`src/design/opdec_pkg.sv`:
```
// Package for the opcode decoder: instruction class codes, operand codes
// and the decoded result record. No dependencies.

package opdec_pkg;

	localparam int OpcodeWidth = 8;
	localparam int ClassWidth  = 6;
	localparam int OperWidth   = 4;

	typedef enum logic [ClassWidth-1:0] {
		CL_NOP     = 6'd0,
		CL_ERR     = 6'd1,
		CL_ADD     = 6'd2,
		CL_ADDHL16 = 6'd3,
		CL_ADC     = 6'd4,
		CL_SUB     = 6'd5,
		CL_SBC     = 6'd6,
		CL_AND     = 6'd7,
		CL_OR      = 6'd8,
		CL_XOR     = 6'd9,
		CL_CP      = 6'd10,
		CL_INC     = 6'd11,
		CL_INC16   = 6'd12,
		CL_DEC     = 6'd13,
		CL_DEC16   = 6'd14,
		CL_CCF     = 6'd15,
		CL_SCF     = 6'd16,
		CL_RRA     = 6'd17,
		CL_RLA     = 6'd18,
		CL_RRCA    = 6'd19,
		CL_RLCA    = 6'd20,
		CL_CPL     = 6'd21,
		CL_BIT     = 6'd22,
		CL_RES     = 6'd23,
		CL_SET     = 6'd24,
		CL_SRL     = 6'd25,
		CL_RR      = 6'd26,
		CL_RL      = 6'd27,
		CL_RRC     = 6'd28,
		CL_RLC     = 6'd29,
		CL_SRA     = 6'd30,
		CL_SLA     = 6'd31,
		CL_SWAP    = 6'd32,
		CL_JR      = 6'd33,
		CL_JPI     = 6'd34,
		CL_LOAD    = 6'd35,
		CL_LOAD16  = 6'd36
	} instr_class_t;

	typedef logic [OperWidth-1:0] oper_t;

	// 8-bit register operands.
	localparam oper_t OP_HLP = 4'd6;
	localparam oper_t OP_A   = 4'd7;
	localparam oper_t OP_IMM = 4'd8;

	// Load targets beyond the registers.
	localparam oper_t DST_BC_IND  = 4'd8;
	localparam oper_t DST_DE_IND  = 4'd9;
	localparam oper_t DST_A16_IND = 4'd10;
	localparam oper_t DST_C_IND   = 4'd11;
	localparam oper_t DST_HLD     = 4'd12;
	localparam oper_t DST_HLI     = 4'd13;
	localparam oper_t DST_A8_IND  = 4'd14;

	// Load sources beyond the registers.
	localparam oper_t SRC_IMM8    = 4'd8;
	localparam oper_t SRC_BC_IND  = 4'd9;
	localparam oper_t SRC_DE_IND  = 4'd10;
	localparam oper_t SRC_A16_IND = 4'd11;
	localparam oper_t SRC_C_IND   = 4'd12;
	localparam oper_t SRC_HLD     = 4'd13;
	localparam oper_t SRC_HLI     = 4'd14;
	localparam oper_t SRC_A8_IND  = 4'd15;

	// 16-bit load operands.
	localparam oper_t PAIR_HL      = 4'd2;
	localparam oper_t PAIR_SP      = 4'd3;
	localparam oper_t DST16_A16    = 4'd4;
	localparam oper_t SRC16_HL     = 4'd1;
	localparam oper_t SRC16_SP_OFS = 4'd2;
	localparam oper_t SRC16_SP     = 4'd3;
	localparam oper_t OPER_NONE    = 4'd0;

	typedef struct packed {
		instr_class_t cls;
		oper_t        first;
		oper_t        second;
	} decode_t;

endpackage

```
`src/design/cpu_opcode_decoder.sv`:
```
// Opcode decoder for an 8-bit CPU core, plain and prefix-0xCB tables.
// Depends on opdec_pkg for class codes, operand codes and the result record.
//
// Usage:
// An item on the input channel is one opcode byte plus a flag that marks it
// as following the 0xCB prefix. Each item gives exactly one result item:
// the instruction class, two operand codes and an error flag for opcodes
// outside the tables. The item is captured in an input register, decoded by
// a single layer of table logic and held in a result register. One item is
// accepted per cycle, sustained, as long as the receiver takes results.
// When the receiver stalls, the result register holds its item and the
// input register fills behind it; ready falls only when both are full,
// and rises again in the cycle the receiver takes a result.
// Reset clears both valid flags; no result is shown until an item arrives.

module cpu_opcode_decoder (
	input  logic                                clk,
	input  logic                                arst_n,
	input  logic                                in_valid,
	output logic                                in_ready,
	input  logic [opdec_pkg::OpcodeWidth-1:0]   opcode,
	input  logic                                prefixed,
	output logic                                out_valid,
	input  logic                                out_ready,
	output logic [opdec_pkg::ClassWidth-1:0]    instr_class,
	output logic [opdec_pkg::OperWidth-1:0]     operand_first,
	output logic [opdec_pkg::OperWidth-1:0]     operand_second,
	output logic                                is_error
);
	import opdec_pkg::*;

	logic                   valid_s1;
	logic [OpcodeWidth-1:0] opcode_s1;
	logic                   prefixed_s1;
	logic                   valid_s2;
	decode_t                result_s2;
	decode_t                dec;
	logic                   adv_s2;
	logic                   adv_s1;
	logic [2:0]             mid;
	logic [2:0]             reg_lo;
	oper_t                  pair;

	assign adv_s2   = !valid_s2 || out_ready;
	assign adv_s1   = !valid_s1 || adv_s2;
	assign in_ready = adv_s1;

	always_ff @(posedge clk or negedge arst_n) begin
		if (!arst_n) begin
			valid_s1 <= 1'b0;
			valid_s2 <= 1'b0;
		end else begin
			if (adv_s1) begin
				valid_s1 <= in_valid;
			end
			if (adv_s2) begin
				valid_s2 <= valid_s1;
			end
		end
	end

	always_ff @(posedge clk) begin
		if (adv_s1 && in_valid) begin
			opcode_s1   <= opcode;
			prefixed_s1 <= prefixed;
		end
		if (adv_s2 && valid_s1) begin
			result_s2 <= dec;
		end
	end

	assign mid    = opcode_s1[5:3];
	assign reg_lo = opcode_s1[2:0];
	assign pair   = {2'b00, opcode_s1[5:4]};

	always_comb begin
		dec = '{cls: CL_ERR, first: OPER_NONE, second: OPER_NONE};
		if (prefixed_s1) begin
			if (opcode_s1[7:6] == 2'b00) begin
				dec.first = {1'b0, reg_lo};
				unique case (mid)
					3'd0: dec.cls = CL_RLC;
					3'd1: dec.cls = CL_RRC;
					3'd2: dec.cls = CL_RL;
					3'd3: dec.cls = CL_RR;
					3'd4: dec.cls = CL_SLA;
					3'd5: dec.cls = CL_SRA;
					3'd6: dec.cls = CL_SWAP;
					default: dec.cls = CL_SRL;
				endcase
			end else if (mid == 3'd0) begin
				// Only the bit-0 rows of BIT, RES and SET are in the table.
				dec.first = {1'b0, reg_lo};
				unique case (opcode_s1[7:6])
					2'b01: dec.cls = CL_BIT;
					2'b10: dec.cls = CL_RES;
					default: dec.cls = CL_SET;
				endcase
			end
		end else if (opcode_s1[7:6] == 2'b01) begin
			// The register-to-register load block, with HALT left out.
			if (mid != 3'd6 || reg_lo != 3'd6) begin
				dec = '{cls: CL_LOAD, first: {1'b0, mid}, second: {1'b0, reg_lo}};
			end
		end else if (opcode_s1[7:6] == 2'b10) begin
			dec.first = {1'b0, reg_lo};
			unique case (mid)
				3'd0: dec.cls = CL_ADD;
				3'd1: dec.cls = CL_ADC;
				3'd2: dec.cls = CL_SUB;
				3'd3: dec.cls = CL_SBC;
				3'd4: dec.cls = CL_AND;
				3'd5: dec.cls = CL_XOR;
				3'd6: dec.cls = CL_OR;
				default: dec.cls = CL_CP;
			endcase
		end else if (opcode_s1[7:6] == 2'b00 && reg_lo == 3'd4) begin
			dec = '{cls: CL_INC, first: {1'b0, mid}, second: OPER_NONE};
		end else if (opcode_s1[7:6] == 2'b00 && reg_lo == 3'd5) begin
			dec = '{cls: CL_DEC, first: {1'b0, mid}, second: OPER_NONE};
		end else if (opcode_s1[7:6] == 2'b00 && opcode_s1[3:0] == 4'h3) begin
			dec = '{cls: CL_INC16, first: pair, second: OPER_NONE};
		end else if (opcode_s1[7:6] == 2'b00 && opcode_s1[3:0] == 4'hB) begin
			dec = '{cls: CL_DEC16, first: pair, second: OPER_NONE};
		end else if (opcode_s1[7:6] == 2'b00 && opcode_s1[3:0] == 4'h9) begin
			dec = '{cls: CL_ADDHL16, first: pair, second: OPER_NONE};
		end else if (opcode_s1[7:6] == 2'b00 && opcode_s1[3:0] == 4'h1) begin
			dec = '{cls: CL_LOAD16, first: pair, second: OPER_NONE};
		end else begin
			unique case (opcode_s1) inside
				8'h00: dec.cls = CL_NOP;
				8'hC6: dec = '{cls: CL_ADD, first: OP_IMM, second: OPER_NONE};
				8'hCE: dec = '{cls: CL_ADC, first: OP_IMM, second: OPER_NONE};
				8'hD6: dec = '{cls: CL_SUB, first: OP_IMM, second: OPER_NONE};
				8'hE6: dec = '{cls: CL_AND, first: OP_IMM, second: OPER_NONE};
				8'hEE: dec = '{cls: CL_XOR, first: OP_IMM, second: OPER_NONE};
				8'hF6: dec = '{cls: CL_OR, first: OP_IMM, second: OPER_NONE};
				8'hFE: dec = '{cls: CL_CP, first: OP_IMM, second: OPER_NONE};
				8'h2F: dec.cls = CL_CPL;
				8'h3F: dec.cls = CL_CCF;
				8'h37: dec.cls = CL_SCF;
				8'h07: dec.cls = CL_RLCA;
				8'h17: dec.cls = CL_RLA;
				8'h0F: dec.cls = CL_RRCA;
				8'h1F: dec.cls = CL_RRA;
				8'h20, 8'h28, 8'h30, 8'h38:
					dec = '{cls: CL_JR, first: {2'b00, mid[1:0]}, second: OPER_NONE};
				8'hE9: dec.cls = CL_JPI;
				8'h36: dec = '{cls: CL_LOAD, first: OP_HLP, second: SRC_IMM8};
				8'h0A: dec = '{cls: CL_LOAD, first: OP_A, second: SRC_BC_IND};
				8'h1A: dec = '{cls: CL_LOAD, first: OP_A, second: SRC_DE_IND};
				8'hFA: dec = '{cls: CL_LOAD, first: OP_A, second: SRC_A16_IND};
				8'h3E: dec = '{cls: CL_LOAD, first: OP_A, second: SRC_IMM8};
				8'h02: dec = '{cls: CL_LOAD, first: DST_BC_IND, second: OP_A};
				8'h12: dec = '{cls: CL_LOAD, first: DST_DE_IND, second: OP_A};
				8'hEA: dec = '{cls: CL_LOAD, first: DST_A16_IND, second: OP_A};
				8'hF2: dec = '{cls: CL_LOAD, first: OP_A, second: SRC_C_IND};
				8'hE2: dec = '{cls: CL_LOAD, first: DST_C_IND, second: OP_A};
				8'h3A: dec = '{cls: CL_LOAD, first: OP_A, second: SRC_HLD};
				8'h32: dec = '{cls: CL_LOAD, first: DST_HLD, second: OP_A};
				8'h2A: dec = '{cls: CL_LOAD, first: OP_A, second: SRC_HLI};
				8'h22: dec = '{cls: CL_LOAD, first: DST_HLI, second: OP_A};
				8'hE0: dec = '{cls: CL_LOAD, first: DST_A8_IND, second: OP_A};
				8'hF0: dec = '{cls: CL_LOAD, first: OP_A, second: SRC_A8_IND};
				8'hF9: dec = '{cls: CL_LOAD16, first: PAIR_SP, second: SRC16_HL};
				8'hF8: dec = '{cls: CL_LOAD16, first: PAIR_HL, second: SRC16_SP_OFS};
				8'h08: dec = '{cls: CL_LOAD16, first: DST16_A16, second: SRC16_SP};
				default: dec = '{cls: CL_ERR, first: OPER_NONE, second: OPER_NONE};
			endcase
		end
	end

	assign out_valid      = valid_s2;
	assign instr_class    = result_s2.cls;
	assign operand_first  = result_s2.first;
	assign operand_second = result_s2.second;
	assign is_error       = (result_s2.cls == CL_ERR);

endmodule

```
`config.mk`:
```
export PLATFORM = sky130hd
export DESIGN_NAME = cpu_opcode_decoder
export DESIGN_NICKNAME = d
export VERILOG_FILES = /design/src/design/opdec_pkg.sv /design/src/design/cpu_opcode_decoder.sv
export SDC_FILE = /design/constraint.sdc
export NUM_CORES = 1
export LEC_CHECK = 0
export BUFFER_PORTS_ARGS = -buffer_cell sky130_fd_sc_hd__clkbuf_2
export CAP_MARGIN = 20
export CORE_MARGIN = 8
export CORE_UTILIZATION = 50
export DETAILED_ROUTE_END_ITERATION = 8
export PLACE_DENSITY = 0.73
export RECOVER_POWER = 50
export SLEW_MARGIN = 40
export SYNTH_ARGS = -nofsm -noshare
export SYNTH_HDL_FRONTEND = slang
export SYNTH_SLANG_ARGS = --single-unit
export TNS_END_PERCENT = 5
```
`constraint.sdc`:
```
create_clock -name clk -period 2.2 [get_ports clk]
set_clock_uncertainty 0.15 [all_clocks]
set_input_delay 0.33 -clock clk [delete_from_list [all_inputs] [get_ports clk]]
set_output_delay 0.33 -clock clk [all_outputs]
set_load 0.02 [all_outputs]
```
==> results.yml <==
timing:
  rsz0062_at_grt: "yes"
  fmax_mhz: 449
  fin_crit_ns: 2.23
  fin_crit_sh: 1.01
  slew_violations: 0
  setup_violations: 5
  hold_violations: 0
  max_slew_margin: 0.447
  worst_pin_slew_ns: 0.829
  worst_slack_ns: -0.0293
placed_design:
  io_buffers: 29
  dp.final_hpwl_um: 6100
  gp_congestion: 0.982
status:
  violations: "setup timing"
  status: "finished, violations left"
power_and_ir_drop:
  intPower_mw: 0.932
  p_comb_frac: 0.385
  total_leakage_power_nw: 1.29
  power.share.clock: 0.202
  p_per_area_mw_per_mm2: 421
  p_switching_mw: 0.492
  irDropWorstVdd_v: 0.000342
  p_seq_frac: 0.413
  totalPowerFinal_mw: 1.42
  power_switching_share: 0.346
routing:
  wirelength_um: 8140
  ant_nets: 0
  drc: 0
  first_pass_iters: 8
  vias: 2742
  viasPerCell: 6.32
  wl_per_cell_um: 18.7
  drt_iter0_drc: 370
final_layout:
  diodes: 0
  fillers: 408
  nNetsFinal: 387
  drive_above_1_share: 0.363
  syn_to_final_growth_pct: 33.3
  fin_util: 0.675
global_routing:
  grt_max_degree: 28
  grt_overflow: 0
  grt_first_pass_wirelength_um: 13000
  antenna_found_initial: 0
  grt_pass1_vias: 2624
  track_usage: 0.217
floorplan:
  start_util: 0.506
  dieArea_mm2: 0.00760
  fp-row-count: 26
  core_area_mm2: 0.00501
  die_h_um: 87.2
  die_x_um: 87.2
  io_pins: 30
synthesis:
  ys_ff_latch: 25
  synth_top_cells_by_area: "edfxtp_1 (27%), ha_1 (4.4%), nand2_1 (3.7%)"
  synthDistinctLibCells: 75
  synth_edf_count: 23
  syn_nets: 307
  syn_inst: 285
  postSynthAreaPerCell_um2: 8.89
  yosys_warnings: 0
  netlist.area_leader.share: 0.272
  syn_area_mm2: 0.00253
  seq_area_frac_synth: 0.292
  synthArstFlopShare: 0.0800
  yosysTopAreaCell: "edfxtp_1"
  synth_ff_type: "edfxtp_1"
critical_path:
  worstSetupPathType: "flip-flop to flip-flop"
  critPathLaunch: "opcode_s1[7]"
  crit_fanout: 5
  r2r_end: "instr_class[0]"
  critPathRequiredTime_ns: 2.07
  crit_path_end: "instr_class[0]"
  cp.arrival_ns: 2.09
  startpoint_type: "flip-flop"
  rrSetupSlack_ns: -0.03
  max_stage_delay_ns: 0.45
  cp_cell_sequence: "inv_1, ha_4, nor3b_4, a2bb2oi_2, o41a_1, o2111ai_1, a31oi_1"
  reg2reg_depth: 7
  endpoint_kind: "flip-flop"
  cp_slowest_cell: "edfxtp_1"
  r2r-start: "opcode_s1[7]"
cts:
  clk_pin_slew_ns: 0.10
  insertion_delay_ns: 0.27
  cts.path.max_buffers: 2
  cts-htree-levels: 1
  cts-root-buf: "clkbuf_8"
  cts_tree: "yes"
  cts_buffers: 3
  clock_sinks: 25
run:
  cap_violations: 0
worst_hold_path:
  hold_class: "primary input to flip-flop"
-- cells in the mapped netlist (3+ instances only) --
master,number
a41o_1,3
o21ai_0,12
o31ai_1,3
edfxtp_1,23
a211oi_1,3
a32oi_1,5
a21oi_1,13
or3b_1,4
o22ai_1,6
nor3_1,4
a31oi_1,4
inv_1,8
ha_1,9
o2111ai_1,3
nor2_1,10
nand2_1,25
buf_2,8
o32ai_1,4
nand3b_1,6
nand2b_1,14
buf_4,5
nor2b_1,8
nand3_1,9
or3_1,3
nor3b_1,4
nand4_1,3
clkbuf_1,7
and2_1,5
buf_6,7
o21ai_1,8
-- stage by stage --
| step | setup TNS (ns) | hold slack [ns] | cell area [µm²] | setup slack (ns) | cells |
|---|---|---|---|---|---|
| finish | -0.0664 | 0.0723 | 3380 | -0.0293 | 434 |
| global route | -0.725 | 0.0684 | 3380 | -0.102 | 434 |
| CTS | -0.0747 | 0.0755 | 3260 | -0.0221 | 428 |
| detailed placement | -1.06 | -0.0319 | 3100 | -0.179 | 419 |
| global placement | -0.751 | -0.0334 | 3100 | -0.133 | 419 |
| floorplan | -0.340 | -0.116 | 2540 | -0.109 | 285 |
-- worst min-delay path by stage --
stage / startpoint / end / slack [ns] / depth (start not counted)
2_1_floorplan: arst_n / out_valid / -0.12 / 0
3_3_place_gp: arst_n / valid_s1 / -0.03 / 1
3_5_place_dp: arst_n / out_valid / -0.03 / 1
4_1_cts: opcode[7] / opcode_s1[7] / 0.08 / 1
5_1_grt: prefixed / prefixed_s1 / 0.07 / 1
6_report: opcode[7] / opcode_s1[7] / 0.07 / 1
-- worst max-delay path, delay by kind of cell (launching register included) --
| family | cells | cell delay, ns |
|---|---|---|
| compound gates | 4 | 0.71 |
| fa+ha+maj | 1 | 0.17 |
| flops | 1 | 0.45 |
| simple gates | 1 | 0.33 |
| buf+inv | 1 | 0.15 |
-- placed cells by master (no fill, tap or decap), types with 9 or more instances in the layout --
cell and instances:
nor2_1 9, o21ai_1 10, a21oi_1 12, o21ai_0 9
buf_4 66, edfxtp_1 23, clkbuf_2 16, nand2b_1 14
clkbuf_1 13, nand2_1 23
-- area by class of cell --
cell class              instances  area, µm²  area share
clock buffers                   3       41.3      0.0122
clock inverters                 1       5.00     0.00148
inverters                       9       33.8      0.0100
multi-input cells             224       1730       0.513
flip-flops and latches         25        741       0.219
well taps                      70       87.6      0.0259
repair buffers                102        737       0.218
-- flip-flops by register name, summed over array words and instances (netlist names) --
signal / flops
opcode_s1: 8
instr_class: 6
operand_first: 4
operand_second: 4
out_valid: 1
prefixed_s1: 1
valid_s1: 1
-- kinds of logic (layout without fill, tap and decap cells) --
| logic type | Yosys count | after routing | share of synthesized area |
|---|---|---|---|
| buffers and inverters | 36 | 115 | 0.0854 |
| and+or+nand+nor | 113 | 113 | 0.267 |
| DFF | 25 | 25 | 0.292 |
| muxes | 2 | 2 | 0.00790 |
| adders and majority gates | 10 | 10 | 0.0489 |
| AOI/OAI and AO/OA | 97 | 97 | 0.292 |
| xor gates and xnor gates | 2 | 2 | 0.00691 |
-- power by group through the flow --
| stage | clock network (mW) | logic [mW] | registers (mW) |
|---|---|---|---|
| finish | 0.288 | 0.548 | 0.587 |
| global route | 0.300 | 0.588 | 0.594 |
| global placement | 0 | 0.490 | 0.598 |
| detailed placement | 0 | 0.493 | 0.598 |
| floorplan | 0 | 0.280 | 0.621 |
| CTS | 0.286 | 0.517 | 0.586 |
-- repair_timing --
action                                  4_1_cts  5_1_grt
setup buffers                                 4        5
endpoints found under the hold margin         2        0
pin swaps                                    11       11
gates cloned                                  0        1
endpoints found under the setup margin        8       12
hold buffers                                  1        0
gates resized for setup                      14       23
-- metal layers --
layer	wire [µm]	up-vias	part of all wire	GRT usage
met5	0	-	0	0
li1	-	1256	-	-
met2	3730	198	0.46	0.344
met4	338	0	0.042	0.111
met3	733	40	0.090	0.0349
met1	3330	1248	0.41	0.275
(Power assumes the default switching activity.)
